--- src/rtl/core/dtq_pkg.sv ---
// shared types and constants for the deadline timer queue
// no dependencies; used by the interfaces, the cells, the control and the top level
package dtq_pkg;

	// default configuration
	localparam int QUEUE_DEPTH_DEF = 16;
	localparam int TIME_BITS_DEF   = 48;
	localparam int ID_BITS_DEF     = 8;

	// at most this many expired entries leave the queue in one check
	localparam int MAX_RESULTS = 16;

	// command codes on the request channel
	typedef enum logic [1:0] {
		CMD_SCHED_ABS = 2'd0,
		CMD_SCHED_REL = 2'd1,
		CMD_CHECK     = 2'd2,
		CMD_NOP       = 2'd3
	} cmd_t;

	// per-cycle operation broadcast to every cell of the row
	typedef struct packed {
		logic ins;
		logic pop;
	} cell_ctl_t;

endpackage

--- src/rtl/core/dtq_req_if.sv ---
// request channel of the deadline timer queue: valid/ready plus command payload
// depends on dtq_pkg for default widths
interface dtq_req_if #(
	parameter int ID_BITS   = dtq_pkg::ID_BITS_DEF,
	parameter int TIME_BITS = dtq_pkg::TIME_BITS_DEF
) ();
	logic                 valid;
	logic                 ready;
	logic [1:0]           cmd;
	logic [ID_BITS-1:0]   entry_id;
	logic [TIME_BITS-1:0] time_value;
	logic [TIME_BITS-1:0] now_us;

	modport source (output valid, cmd, entry_id, time_value, now_us, input ready);
	modport sink   (input valid, cmd, entry_id, time_value, now_us, output ready);
endinterface

--- src/rtl/core/dtq_rsp_if.sv ---
// result channel of the deadline timer queue: valid/ready plus result payload
// depends on dtq_pkg for default widths
interface dtq_rsp_if #(
	parameter int ID_BITS   = dtq_pkg::ID_BITS_DEF,
	parameter int TIME_BITS = dtq_pkg::TIME_BITS_DEF
) ();
	logic                 valid;
	logic                 ready;
	logic                 fired_valid;
	logic [ID_BITS-1:0]   fired_id;
	logic                 last;
	logic [TIME_BITS-1:0] rearm_delay;
	logic                 queue_empty;
	logic                 overflow;

	modport source (output valid, fired_valid, fired_id, last, rearm_delay, queue_empty,
		overflow, input ready);
	modport sink   (input valid, fired_valid, fired_id, last, rearm_delay, queue_empty,
		overflow, output ready);
endinterface

--- src/rtl/core/deadline_timer_queue_core.sv ---
// top level of the deadline timer queue: a row of sorted cells and its sequencer
// depends on dtq_pkg, dtq_req_if, dtq_rsp_if, dtq_cell and dtq_ctrl
//
// channel  dir  handshake          payload
// req      in   req.valid/ready    cmd, entry_id, time_value, now_us
// rsp      out  rsp.valid/ready    fired_valid, fired_id, last, rearm_delay,
//                                  queue_empty, overflow
//
// a schedule is accepted, then inserts into the cell row unless full; a no-op inserts nothing
// a check pops one expired entry per cycle while rsp is free, up to MAX_RESULTS per check
// a result waiting on rsp holds the sequencer in its execute step; req waits meanwhile
// reset clears the sequencer state, fill count and result register; cell contents need no clearing
module deadline_timer_queue_core #(
	parameter int QUEUE_DEPTH = dtq_pkg::QUEUE_DEPTH_DEF,
	parameter int TIME_BITS   = dtq_pkg::TIME_BITS_DEF,
	parameter int ID_BITS     = dtq_pkg::ID_BITS_DEF
) (
	input  logic      clk,
	input  logic      arst_n,
	dtq_req_if.sink   req,
	dtq_rsp_if.source rsp
);
	localparam int CNT_W = $clog2(QUEUE_DEPTH + 1);

	dtq_pkg::cell_ctl_t   ctl;
	logic [TIME_BITS-1:0] new_dl;
	logic [ID_BITS-1:0]   new_id;
	logic [CNT_W-1:0]     count;

	logic [TIME_BITS-1:0] dl_a [QUEUE_DEPTH];
	logic [ID_BITS-1:0]   id_a [QUEUE_DEPTH];
	logic                 f_a  [QUEUE_DEPTH];

	// row of cells, neighbors wired left to right
	for (genvar i = 0; i < QUEUE_DEPTH; i++) begin : g_cell
		logic                 occ;
		logic                 left_f;
		logic [TIME_BITS-1:0] left_dl;
		logic [ID_BITS-1:0]   left_id;
		logic [TIME_BITS-1:0] right_dl;
		logic [ID_BITS-1:0]   right_id;

		assign occ = CNT_W'(i) < count;

		if (i == 0) begin : g_head
			assign left_f  = 1'b0;
			assign left_dl = new_dl;
			assign left_id = new_id;
		end else begin : g_body
			assign left_f  = f_a[i-1];
			assign left_dl = dl_a[i-1];
			assign left_id = id_a[i-1];
		end

		if (i == QUEUE_DEPTH - 1) begin : g_tail
			assign right_dl = dl_a[i];
			assign right_id = id_a[i];
		end else begin : g_inner
			assign right_dl = dl_a[i+1];
			assign right_id = id_a[i+1];
		end

		dtq_cell #(
			.TIME_BITS(TIME_BITS),
			.ID_BITS  (ID_BITS)
		) u_cell (
			.clk     (clk),
			.ctl     (ctl),
			.occ     (occ),
			.new_dl  (new_dl),
			.new_id  (new_id),
			.left_f  (left_f),
			.left_dl (left_dl),
			.left_id (left_id),
			.right_dl(right_dl),
			.right_id(right_id),
			.dl      (dl_a[i]),
			.id      (id_a[i]),
			.f       (f_a[i])
		);
	end

	// sequencer sees the two head cells
	dtq_ctrl #(
		.QUEUE_DEPTH(QUEUE_DEPTH),
		.TIME_BITS  (TIME_BITS),
		.ID_BITS    (ID_BITS)
	) u_ctrl (
		.clk     (clk),
		.arst_n  (arst_n),
		.req     (req),
		.rsp     (rsp),
		.head_dl0(dl_a[0]),
		.head_dl1(dl_a[1]),
		.head_id0(id_a[0]),
		.head_f0 (f_a[0]),
		.ctl     (ctl),
		.new_dl  (new_dl),
		.new_id  (new_id),
		.count   (count)
	);
endmodule

--- src/rtl/core/dtq_cell.sv ---
// one slot of the sorted timer row: holds a deadline and an id
// depends on dtq_pkg (cell_ctl_t); besides the broadcast inputs, talks only to its left and right neighbors
module dtq_cell #(
	parameter int TIME_BITS = dtq_pkg::TIME_BITS_DEF,
	parameter int ID_BITS   = dtq_pkg::ID_BITS_DEF
) (
	input  logic                 clk,
	input  dtq_pkg::cell_ctl_t   ctl,
	input  logic                 occ,
	input  logic [TIME_BITS-1:0] new_dl,
	input  logic [ID_BITS-1:0]   new_id,
	input  logic                 left_f,
	input  logic [TIME_BITS-1:0] left_dl,
	input  logic [ID_BITS-1:0]   left_id,
	input  logic [TIME_BITS-1:0] right_dl,
	input  logic [ID_BITS-1:0]   right_id,
	output logic [TIME_BITS-1:0] dl,
	output logic [ID_BITS-1:0]   id,
	output logic                 f
);
	logic [TIME_BITS-1:0] dl_q;
	logic [ID_BITS-1:0]   id_q;

	// slot lies at or after the insert point: empty, or strictly later deadline
	assign f  = !occ || (dl_q > new_dl);
	assign dl = dl_q;
	assign id = id_q;

	// pop shifts toward the head, insert shifts away from it
	always_ff @(posedge clk) begin
		if (ctl.pop) begin
			dl_q <= right_dl;
			id_q <= right_id;
		end else if (ctl.ins && f) begin
			if (left_f) begin
				dl_q <= left_dl;
				id_q <= left_id;
			end else begin
				dl_q <= new_dl;
				id_q <= new_id;
			end
		end
	end
endmodule

--- src/rtl/core/dtq_ctrl.sv ---
// sequencer of the timer queue: takes commands, drives the cell row, builds results
// depends on dtq_pkg, dtq_req_if and dtq_rsp_if
module dtq_ctrl #(
	parameter int QUEUE_DEPTH = dtq_pkg::QUEUE_DEPTH_DEF,
	parameter int TIME_BITS   = dtq_pkg::TIME_BITS_DEF,
	parameter int ID_BITS     = dtq_pkg::ID_BITS_DEF,
	localparam int CNT_W      = $clog2(QUEUE_DEPTH + 1)
) (
	input  logic                 clk,
	input  logic                 arst_n,
	dtq_req_if.sink              req,
	dtq_rsp_if.source            rsp,
	input  logic [TIME_BITS-1:0] head_dl0,
	input  logic [TIME_BITS-1:0] head_dl1,
	input  logic [ID_BITS-1:0]   head_id0,
	input  logic                 head_f0,
	output dtq_pkg::cell_ctl_t   ctl,
	output logic [TIME_BITS-1:0] new_dl,
	output logic [ID_BITS-1:0]   new_id,
	output logic [CNT_W-1:0]     count
);
	localparam int N_W = $clog2(dtq_pkg::MAX_RESULTS);

	typedef enum logic {S_IDLE, S_EXEC} state_t;

	state_t               state_q;
	dtq_pkg::cmd_t        cmd_q;
	logic [ID_BITS-1:0]   id_q;
	logic [TIME_BITS-1:0] dl_q;
	logic [TIME_BITS-1:0] now_q;
	logic [CNT_W-1:0]     count_q;
	logic [N_W-1:0]       n_q;

	logic                 rsp_valid_q;
	logic                 fired_valid_q;
	logic [ID_BITS-1:0]   fired_id_q;
	logic                 last_q;
	logic [TIME_BITS-1:0] rearm_q;
	logic                 empty_q;
	logic                 ovf_q;

	logic                 accept;
	logic                 out_free;
	logic [TIME_BITS:0]   sum_w;
	logic [TIME_BITS-1:0] req_dl;
	logic                 full;
	logic                 due0;
	logic                 due1;
	logic                 pop_last;

	logic                 emit;
	logic                 e_valid;
	logic [ID_BITS-1:0]   e_id;
	logic                 e_last;
	logic                 e_has;
	logic [TIME_BITS-1:0] e_dl;
	logic                 e_empty;
	logic                 e_ovf;
	logic [TIME_BITS-1:0] e_rearm;
	logic                 done;

	// handshake and port drive
	assign req.ready       = (state_q == S_IDLE);
	assign accept          = req.valid && req.ready;
	assign out_free        = !rsp_valid_q || rsp.ready;
	assign rsp.valid       = rsp_valid_q;
	assign rsp.fired_valid = fired_valid_q;
	assign rsp.fired_id    = fired_id_q;
	assign rsp.last        = last_q;
	assign rsp.rearm_delay = rearm_q;
	assign rsp.queue_empty = empty_q;
	assign rsp.overflow    = ovf_q;
	assign new_dl          = dl_q;
	assign new_id          = id_q;
	assign count           = count_q;

	// deadline of a schedule: relative timeouts saturate at the top of the time range
	assign sum_w  = {1'b0, req.now_us} + {1'b0, req.time_value};
	assign req_dl = (dtq_pkg::cmd_t'(req.cmd) == dtq_pkg::CMD_SCHED_REL)
		? (sum_w[TIME_BITS] ? {TIME_BITS{1'b1}} : sum_w[TIME_BITS-1:0])
		: req.time_value;

	// head status seen by the sequencer
	assign full     = (count_q == CNT_W'(QUEUE_DEPTH));
	assign due0     = (count_q != '0) && (now_q >= head_dl0);
	assign due1     = (count_q > CNT_W'(1)) && (now_q >= head_dl1);
	assign pop_last = !due1 || (n_q == N_W'(dtq_pkg::MAX_RESULTS - 1));

	// result selection and row operation for the current cycle
	always_comb begin
		ctl     = '0;
		emit    = 1'b0;
		done    = 1'b0;
		e_valid = 1'b0;
		e_id    = '0;
		e_last  = 1'b1;
		e_has   = count_q != '0;
		e_dl    = head_dl0;
		e_empty = count_q == '0;
		e_ovf   = 1'b0;
		if (state_q == S_EXEC && out_free) begin
			emit = 1'b1;
			done = 1'b1;
			case (cmd_q)
				dtq_pkg::CMD_SCHED_ABS, dtq_pkg::CMD_SCHED_REL: begin
					ctl.ins = !full;
					e_ovf   = full;
					e_has   = 1'b1;
					e_dl    = (!full && head_f0) ? dl_q : head_dl0;
					e_empty = 1'b0;
				end
				dtq_pkg::CMD_CHECK: begin
					if (due0) begin
						ctl.pop = 1'b1;
						e_valid = 1'b1;
						e_id    = head_id0;
						e_last  = pop_last;
						e_has   = pop_last && (count_q > CNT_W'(1));
						e_dl    = head_dl1;
						e_empty = pop_last && (count_q == CNT_W'(1));
						done    = pop_last;
					end
				end
				default: begin
				end
			endcase
		end
	end

	assign e_rearm = (e_has && (e_dl > now_q)) ? (e_dl - now_q) : '0;

	// sequencer state, queue fill and result register
	always_ff @(posedge clk or negedge arst_n) begin
		if (!arst_n) begin
			state_q       <= S_IDLE;
			cmd_q         <= dtq_pkg::CMD_NOP;
			id_q          <= '0;
			dl_q          <= '0;
			now_q         <= '0;
			count_q       <= '0;
			n_q           <= '0;
			rsp_valid_q   <= 1'b0;
			fired_valid_q <= 1'b0;
			fired_id_q    <= '0;
			last_q        <= 1'b0;
			rearm_q       <= '0;
			empty_q       <= 1'b0;
			ovf_q         <= 1'b0;
		end else begin
			if (accept) begin
				state_q <= S_EXEC;
				cmd_q   <= dtq_pkg::cmd_t'(req.cmd);
				id_q    <= req.entry_id;
				dl_q    <= req_dl;
				now_q   <= req.now_us;
				n_q     <= '0;
			end else if (done) begin
				state_q <= S_IDLE;
			end
			if (emit && !done) begin
				n_q <= n_q + N_W'(1);
			end
			if (ctl.ins) begin
				count_q <= count_q + CNT_W'(1);
			end else if (ctl.pop) begin
				count_q <= count_q - CNT_W'(1);
			end
			if (emit) begin
				rsp_valid_q   <= 1'b1;
				fired_valid_q <= e_valid;
				fired_id_q    <= e_id;
				last_q        <= e_last;
				rearm_q       <= e_last ? e_rearm : '0;
				empty_q       <= e_last && e_empty;
				ovf_q         <= e_ovf;
			end else if (rsp.ready) begin
				rsp_valid_q <= 1'b0;
			end
		end
	end
endmodule

--- src/flat_wrapper.sv ---
// flat-port wrapper written by rule: the top's interface ports become plain ports
module deadline_timer_queue_core_flat 
#(
	parameter int QUEUE_DEPTH = dtq_pkg::QUEUE_DEPTH_DEF,
	parameter int TIME_BITS   = dtq_pkg::TIME_BITS_DEF,
	parameter int ID_BITS     = dtq_pkg::ID_BITS_DEF
)
  (clk, arst_n, req_valid, req_cmd, req_entry_id, req_time_value, req_now_us, req_ready, rsp_valid, rsp_fired_valid, rsp_fired_id, rsp_last, rsp_rearm_delay, rsp_queue_empty, rsp_overflow, rsp_ready);
  dtq_req_if #(.ID_BITS(ID_BITS), .TIME_BITS(TIME_BITS)) req_i ();
  dtq_rsp_if #(.ID_BITS(ID_BITS), .TIME_BITS(TIME_BITS)) rsp_i ();
  input  logic clk;
  input  logic arst_n;
  input wire logic [$bits(req_i.valid)-1:0] req_valid;
  input wire logic [$bits(req_i.cmd)-1:0] req_cmd;
  input wire logic [$bits(req_i.entry_id)-1:0] req_entry_id;
  input wire logic [$bits(req_i.time_value)-1:0] req_time_value;
  input wire logic [$bits(req_i.now_us)-1:0] req_now_us;
  output wire logic [$bits(req_i.ready)-1:0] req_ready;
  output wire logic [$bits(rsp_i.valid)-1:0] rsp_valid;
  output wire logic [$bits(rsp_i.fired_valid)-1:0] rsp_fired_valid;
  output wire logic [$bits(rsp_i.fired_id)-1:0] rsp_fired_id;
  output wire logic [$bits(rsp_i.last)-1:0] rsp_last;
  output wire logic [$bits(rsp_i.rearm_delay)-1:0] rsp_rearm_delay;
  output wire logic [$bits(rsp_i.queue_empty)-1:0] rsp_queue_empty;
  output wire logic [$bits(rsp_i.overflow)-1:0] rsp_overflow;
  input wire logic [$bits(rsp_i.ready)-1:0] rsp_ready;
  assign req_i.valid = req_valid;
  assign req_i.cmd = req_cmd;
  assign req_i.entry_id = req_entry_id;
  assign req_i.time_value = req_time_value;
  assign req_i.now_us = req_now_us;
  assign req_ready = req_i.ready;
  assign rsp_valid = rsp_i.valid;
  assign rsp_fired_valid = rsp_i.fired_valid;
  assign rsp_fired_id = rsp_i.fired_id;
  assign rsp_last = rsp_i.last;
  assign rsp_rearm_delay = rsp_i.rearm_delay;
  assign rsp_queue_empty = rsp_i.queue_empty;
  assign rsp_overflow = rsp_i.overflow;
  assign rsp_i.ready = rsp_ready;
  deadline_timer_queue_core #(.QUEUE_DEPTH(QUEUE_DEPTH), .TIME_BITS(TIME_BITS), .ID_BITS(ID_BITS)) u_core (.clk(clk), .arst_n(arst_n), .req(req_i), .rsp(rsp_i));
endmodule
--- config.mk ---
export PLATFORM = sky130hd
export DESIGN_NAME = deadline_timer_queue_core_flat
export DESIGN_NICKNAME = d
export VERILOG_FILES = /design/src/rtl/core/dtq_pkg.sv /design/src/rtl/core/dtq_req_if.sv /design/src/rtl/core/dtq_rsp_if.sv /design/src/rtl/core/deadline_timer_queue_core.sv /design/src/rtl/core/dtq_cell.sv /design/src/rtl/core/dtq_ctrl.sv /design/src/flat_wrapper.sv
export SDC_FILE = /design/constraint.sdc
export NUM_CORES = 2
export LEC_CHECK = 0
export ABC_CLOCK_PERIOD_IN_PS = 8300
export BUFFER_PORTS_ARGS = -buffer_cell sky130_fd_sc_hd__buf_2
export CAP_MARGIN = 20
export CORE_MARGIN = 3
export CORE_UTILIZATION = 38
export DETAILED_ROUTE_END_ITERATION = 12
export GPL_ROUTABILITY_DRIVEN = 0
export GPL_TIMING_DRIVEN = 0
export PLACE_DENSITY = 0.58
export SLEW_MARGIN = 0
export SYNTH_ARGS = -nofsm -noshare
export SYNTH_HDL_FRONTEND = slang
export SYNTH_HIERARCHICAL = 1
export SYNTH_SLANG_ARGS = --single-unit
--- constraint.sdc ---
create_clock -name clk -period 8.3 [get_ports clk]
set_input_delay 1.66 -clock clk [delete_from_list [all_inputs] [get_ports clk]]
set_output_delay 1.66 -clock clk [all_outputs]
set_load 0.03 [all_outputs]
# [Word level (Yosys, flattened, before mapping)]
# Cells that the tools add are included.
[op_classes] add_sub_neg=5 magnitude_cmp=36 eq_ne=6 muxes=127 bitwise=2 reduce_logical=88
[op_table] cell="$mux W48" n=52
[op_table] cell="$gt A48 B48 Y1" n=17
[op_table] cell="$mux W8" n=48
[op_table] cell="$ge A48 B48 Y1" n=2
[op_table] cell="$pmux W48 S2" n=1
[op_table] cell="$add A48 B48 Y49" n=1
[op_table] cell="$sub A48 B48 Y48" n=1
[op_table] cell="$lt A4 B5 Y1 const A" n=8
[op_table] cell="$reduce_bool A2 Y1" n=19
[op_table] cell="$logic_and A1 B1 Y1" n=26
[op_table] cell="$logic_not A1 Y1" n=20
[op_table] cell="$lt A3 B5 Y1 const A" n=4
[op_table] cell="$mux W1" n=19
[op_table] cell="$logic_or A1 B1 Y1" n=18
[op_table] cell="$lt A1 B5 Y1 const A" n=2
[op_table] cell="$lt A2 B5 Y1 const A" n=2
[op_table] cell="$mux W5" n=2
[op_table] cell="$mux W4" n=2
[op_table] cell="$add A5 B1 Y5 const B" n=1
[op_table] cell="$eq A5 B1 Y1 const B" n=1
[op_table] cell="$eq A5 B5 Y1 const B" n=1
[op_table] cell="$gt A5 B1 Y1 const B" n=1
[op_table] cell="$logic_not A5 Y1" n=1
[op_table] cell="$reduce_bool A5 Y1" n=1
[op_table] cell="other kinds (11)" n=14
[totals] regBits=1073 input_bits=110 out_inout_bits=62 wordCells=310

# [Depth between registers and ports, before layout]
[logic_depth] depth_word=11 mapped_depth=29 depth_no_buf=26

# [Cells and area by module]
# The synthesis kept the hierarchy.
[by_module_without_submodules] module="dtq_cell (u_core.g_cell[0].u_cell ...)" n_inst=15 cells_per_inst=422 area_each_um2=4112.7 seq_area_each_um2=1681.6
[by_module_without_submodules] module="dtq_ctrl" n_inst=1 cells_per_inst=1958 area_each_um2=15616.2 seq_area_each_um2=4431.8
[by_module_without_submodules] module="dtq_cell (u_core.g_cell[4].u_cell)" n_inst=1 cells_per_inst=418 area_each_um2=4091.4 seq_area_each_um2=1681.6
[by_module_without_submodules] module="deadline_timer_queue_core" n_inst=1 cells_per_inst=28 area_each_um2=161.4 seq_area_each_um2=0.0

# [Least setup slack after synthesis]
# No wires, ideal clock.
[synth_timing] path_kind="input to register" start="in rsp_ready" end="reg u_core.g_cell[4].u_cell.dl_q[0], enable pin" setup_time_ns=0.488 t_arrival_ns=5.945 t_required_ns=7.812 slack_ns=1.866 stages=9 path_buffers=3 cell_sequence="nand2b_1 -> and2_1 -> clkbuf_1 -> nand2_1 -> inv_1 -> buf_4 -> clkbuf_1 -> o22ai_1 -> a21oi_1"
[synth_lines] element="start, declared" line="flat_wrapper.sv:26" source="input wire logic [$bits(rsp_i.ready)-1:0] rsp_ready;"
[synth_lines] element="end signal, assigned" line="dtq_cell.sv:32" source="dl_q <= right_dl;"
[synth_lines] element="end signal, assigned" line="dtq_cell.sv:36" source="dl_q <= left_dl;"
[synth_lines] element="end signal, assigned" line="dtq_cell.sv:39" source="dl_q <= new_dl;"
[synth_lines] element="end, declared" line="dtq_cell.sv:21" source="logic [TIME_BITS-1:0] dl_q;"

==> flow_results.org <==
** Outcome
- Outcome :: complete, no violations

** Clock network
- TritonCTS built the clock tree.
- Clock Path Buffers :: 3
- In this run the clock root is driven by a sky130_fd_sc_hd__clkbuf_16.
- Clock Sinks :: 1073
- TritonCTS Buffers :: between 100 and 150
- Clock latency of the later-clocked register in the worst-skew pair :: 0.77 ns
- Clock-pin slew was measured on the worst setup and hold paths at around 0.060 ns.
- The clock tree synthesis step divided the H-tree into 3 levels.

** Synth
- Count of yosys warnings during synthesis :: 6
- Cells after Synth :: about 8700
- The cell area that synthesis handed to floorplanning was slightly above 80000 µm².
- Avg Synthesized Cell Area :: approximately 9.3 µm²

** Setup path
- In this run the critical register-to-register path is captured at u_core/u_ctrl/rsp.rearm_delay[44]$_DFFE_PN0P_.
- CP Data Required Time :: about 9.0 ns
- Counting cells, the worst reg-to-reg path comes to 28.
- In this run the worst path has a maximum fanout of 11.
- STA classifies the critical path startpoint as a register.
- The worst setup path is captured at a register.
- In this design, the stage delay of the slowest critical-path cell is 0.80 ns.
- The startpoint identified for the worst register-to-register timing path is u_core/u_ctrl/new_dl[30]$_DFFE_PN0P_.
- Counting stages on the worst path, the most repeated cell is sky130_fd_sc_hd__nor2_1.
- The critical path in this run is classified as register to register.
- In this run the register-to-register setup slack is ~0.1 ns.
- For the worst setup path, the data arrival time is roughly 8.9 ns.
- The most critical setup path has its startpoint at u_core/u_ctrl/new_dl[30]$_DFFE_PN0P_.
- The slowest stage of the critical path is the sky130_fd_sc_hd__dfrtp_1 cell.
- CP endpoint :: u_core/u_ctrl/rsp.rearm_delay[44]$_DFFE_PN0P_

** Run
- Number of maximum-capacitance constraint violations :: 0

** Placement
- OpenSTA, run right after detailed placement, puts the worst setup slack at -0.7876 ns.
- Number of input and output port buffers inserted :: between 150 and 200
- After legalization and detailed placement, the total HPWL measured 207000 µm.

** Floorplanning
- From bottom edge to top edge, the die measures roughly 470 µm.
- Row count :: 169
- Overall die area :: 220200 µm²
- The floorplan step defined a core boundary enclosing about 210000 µm².
- Effective utilization at floorplan :: approximately two fifths
- In this run the count of I/O pins placed on the die edge is 172.
- In this run the horizontal extent of the chip is 469.3 µm.

** Final layout
- Post-synthesis to final-layout area growth :: 12.77%
- Leaving out fill and tap cells, the most frequent cell in the layout is sky130_fd_sc_hd__nand2_1.
- Across the whole layout, storage elements account for approximately 31000 µm².
- The multi-input combinational cells in the finished layout cover a total of 45020 µm².
- Final core utilization :: between 40% and 50%
- For this run, the post-layout net count is between 10000 and 15000.
- Commonest non-fill, non-tap cells in the layout :: sky130_fd_sc_hd__nand2_1, sky130_fd_sc_hd__o21ai_0, sky130_fd_sc_hd__inv_1, sky130_fd_sc_hd__ha_1, sky130_fd_sc_hd__mux2i_1
- Fraction of layout cells with a size suffix above 1 :: under 10%
- The layout has 20698 filler cells.

** Routing
- Number of DRC markers in iteration 0 :: around 6400
- DR pass1 iterations :: 8
- Wires add up to 259800 µm.
- Antenna-violating nets left :: 0
- The routed layout has ~68000 vias.
- In the final routed layout, each cell accounts on average for around 22 µm.
- Via density per instance :: ~5.6
- In the routed design, unresolved DRC markers number 0.

** STA
- In the finished design, the share of the clock period the worst path needs comes to 98.80%.
- The count of final hold-check violations came to 0.
- Maximum achievable frequency :: approximately 120 MHz
- Setup repair after global routing left no endpoint under its margin.
- Period minus WS final :: 8.200 ns
- Crit path setup slack, layout :: roughly 0.10 ns
- In this run the tightest slew margin relative to its limit is between 20% and 30%.
- The final count of pins violating max slew was 0.
- Worst hold slack across all endpoints :: about 0.47 ns
- For the pin with the worst max-slew slack, the measured transition is 1.184 ns.
- Across the routed clock network, the largest skew measured is about 0.032 ns.
- # setup viols final :: 0
- In the final timing run, aggregate negative setup slack is 0 ns.

** Global route
- Entering global routing, the biggest net connects about 120 pins.
- The initial antenna violation count came to 2.
- Number of global-route vias before repair :: 67410
- Across every metal layer, demand over resource in global routing totals between 20% and 30%.
- Wire length of the first global-routing pass :: 394600 µm
- After global routing the overflow that remains totals 0.

** Hold path
- The min-delay analysis places its worst path in the category register to register.
## repair_timing
| item | CTS | global route |
|---|---|---|
| gates resized for setup | 16 | 16 |
| pin swaps | 0 | 1 |
| setup buffers | 0 | 7 |
| hold buffers | 0 | 0 |
| setup endpoints to repair | 48 | 48 |
## final cells by class
type                       count  area share [%]
inverter                    1006           4.106
antenna                        2        0.005442
sequential                  1073           34.13
multi-input combinational   6274           48.95
timing repair buffer         257           2.939
buffer                       380           1.750
tap                         2821           3.838
clock inverter                85          0.9469
clock buffer                 138           3.339
## layer usage
layer	GRT usage, %	share of wire, %
met5	0	0
met4	6.309	2.6
met3	3.438	7.3
met2	36.44	45
met1	31.45	45
## per-stage QoR
stage	cell area (µm²)	std cells
2_1_floorplan	81560	8734
3_3_place_gp	85940	11726
3_5_place_dp	87790	11805
4_1_cts	91770	12027
5_1_grt	91960	12035
6_report	91970	12036
## state kept, by name, indices dropped and copies added (netlist names)
name	flops
u_core/u_ctrl/cmd_q	2
u_core/u_ctrl/rsp.fired_id	8
u_core/g_cell.u_cell/id	128
u_core/u_ctrl/new_id	8
u_core/u_ctrl/count	5
u_core/u_ctrl/n_q	4
u_core/u_ctrl/state_q	1
u_core/g_cell.u_cell/dl	768
u_core/u_ctrl/new_dl	48
u_core/u_ctrl/rsp.overflow	1
u_core/u_ctrl/rsp.queue_empty	1
u_core/u_ctrl/rsp.last	1
u_core/u_ctrl/now_q	48
u_core/u_ctrl/rsp.rearm_delay	48
u_core/u_ctrl/rsp.fired_valid	1
u_core/u_ctrl/rsp.valid	1
## critical path, delay by kind of cell (launching register included)
| family | cells | cell delay, ns |
|---|---|---|
| AOI/OAI and AO/OA | 9 | 2.69 |
| adders and majority gates | 2 | 0.59 |
| buffers and inverters | 5 | 0.93 |
| DFF | 1 | 0.80 |
| and+or+nand+nor | 12 | 3.07 |
## worst min-delay path by stage
stage	to	slack (ns)	cells past startpoint	startpoint
after detailed placement	u_core/u_ctrl/rsp.fired_id[3]$_DFFE_PN0P_	0.45	2	u_core/u_ctrl/rsp.fired_id[3]$_DFFE_PN0P_
final	u_core/u_ctrl/rsp.fired_id[3]$_DFFE_PN0P_	0.47	2	u_core/u_ctrl/rsp.fired_id[3]$_DFFE_PN0P_
after CTS	u_core/u_ctrl/rsp.fired_id[3]$_DFFE_PN0P_	0.47	2	u_core/u_ctrl/rsp.fired_id[3]$_DFFE_PN0P_
after floorplan	u_core/u_ctrl/n_q[3]$_DFFE_PN0P_	0.45	1	u_core/u_ctrl/n_q[3]$_DFFE_PN0P_
after global routing	u_core/u_ctrl/rsp.fired_id[3]$_DFFE_PN0P_	0.49	2	u_core/u_ctrl/rsp.fired_id[3]$_DFFE_PN0P_
after global placement	u_core/u_ctrl/rsp.fired_id[3]$_DFFE_PN0P_	0.45	2	u_core/u_ctrl/rsp.fired_id[3]$_DFFE_PN0P_
Power is not shown: default switching activity piles up to over one toggle a cycle in this logic, so the estimate is an artifact.
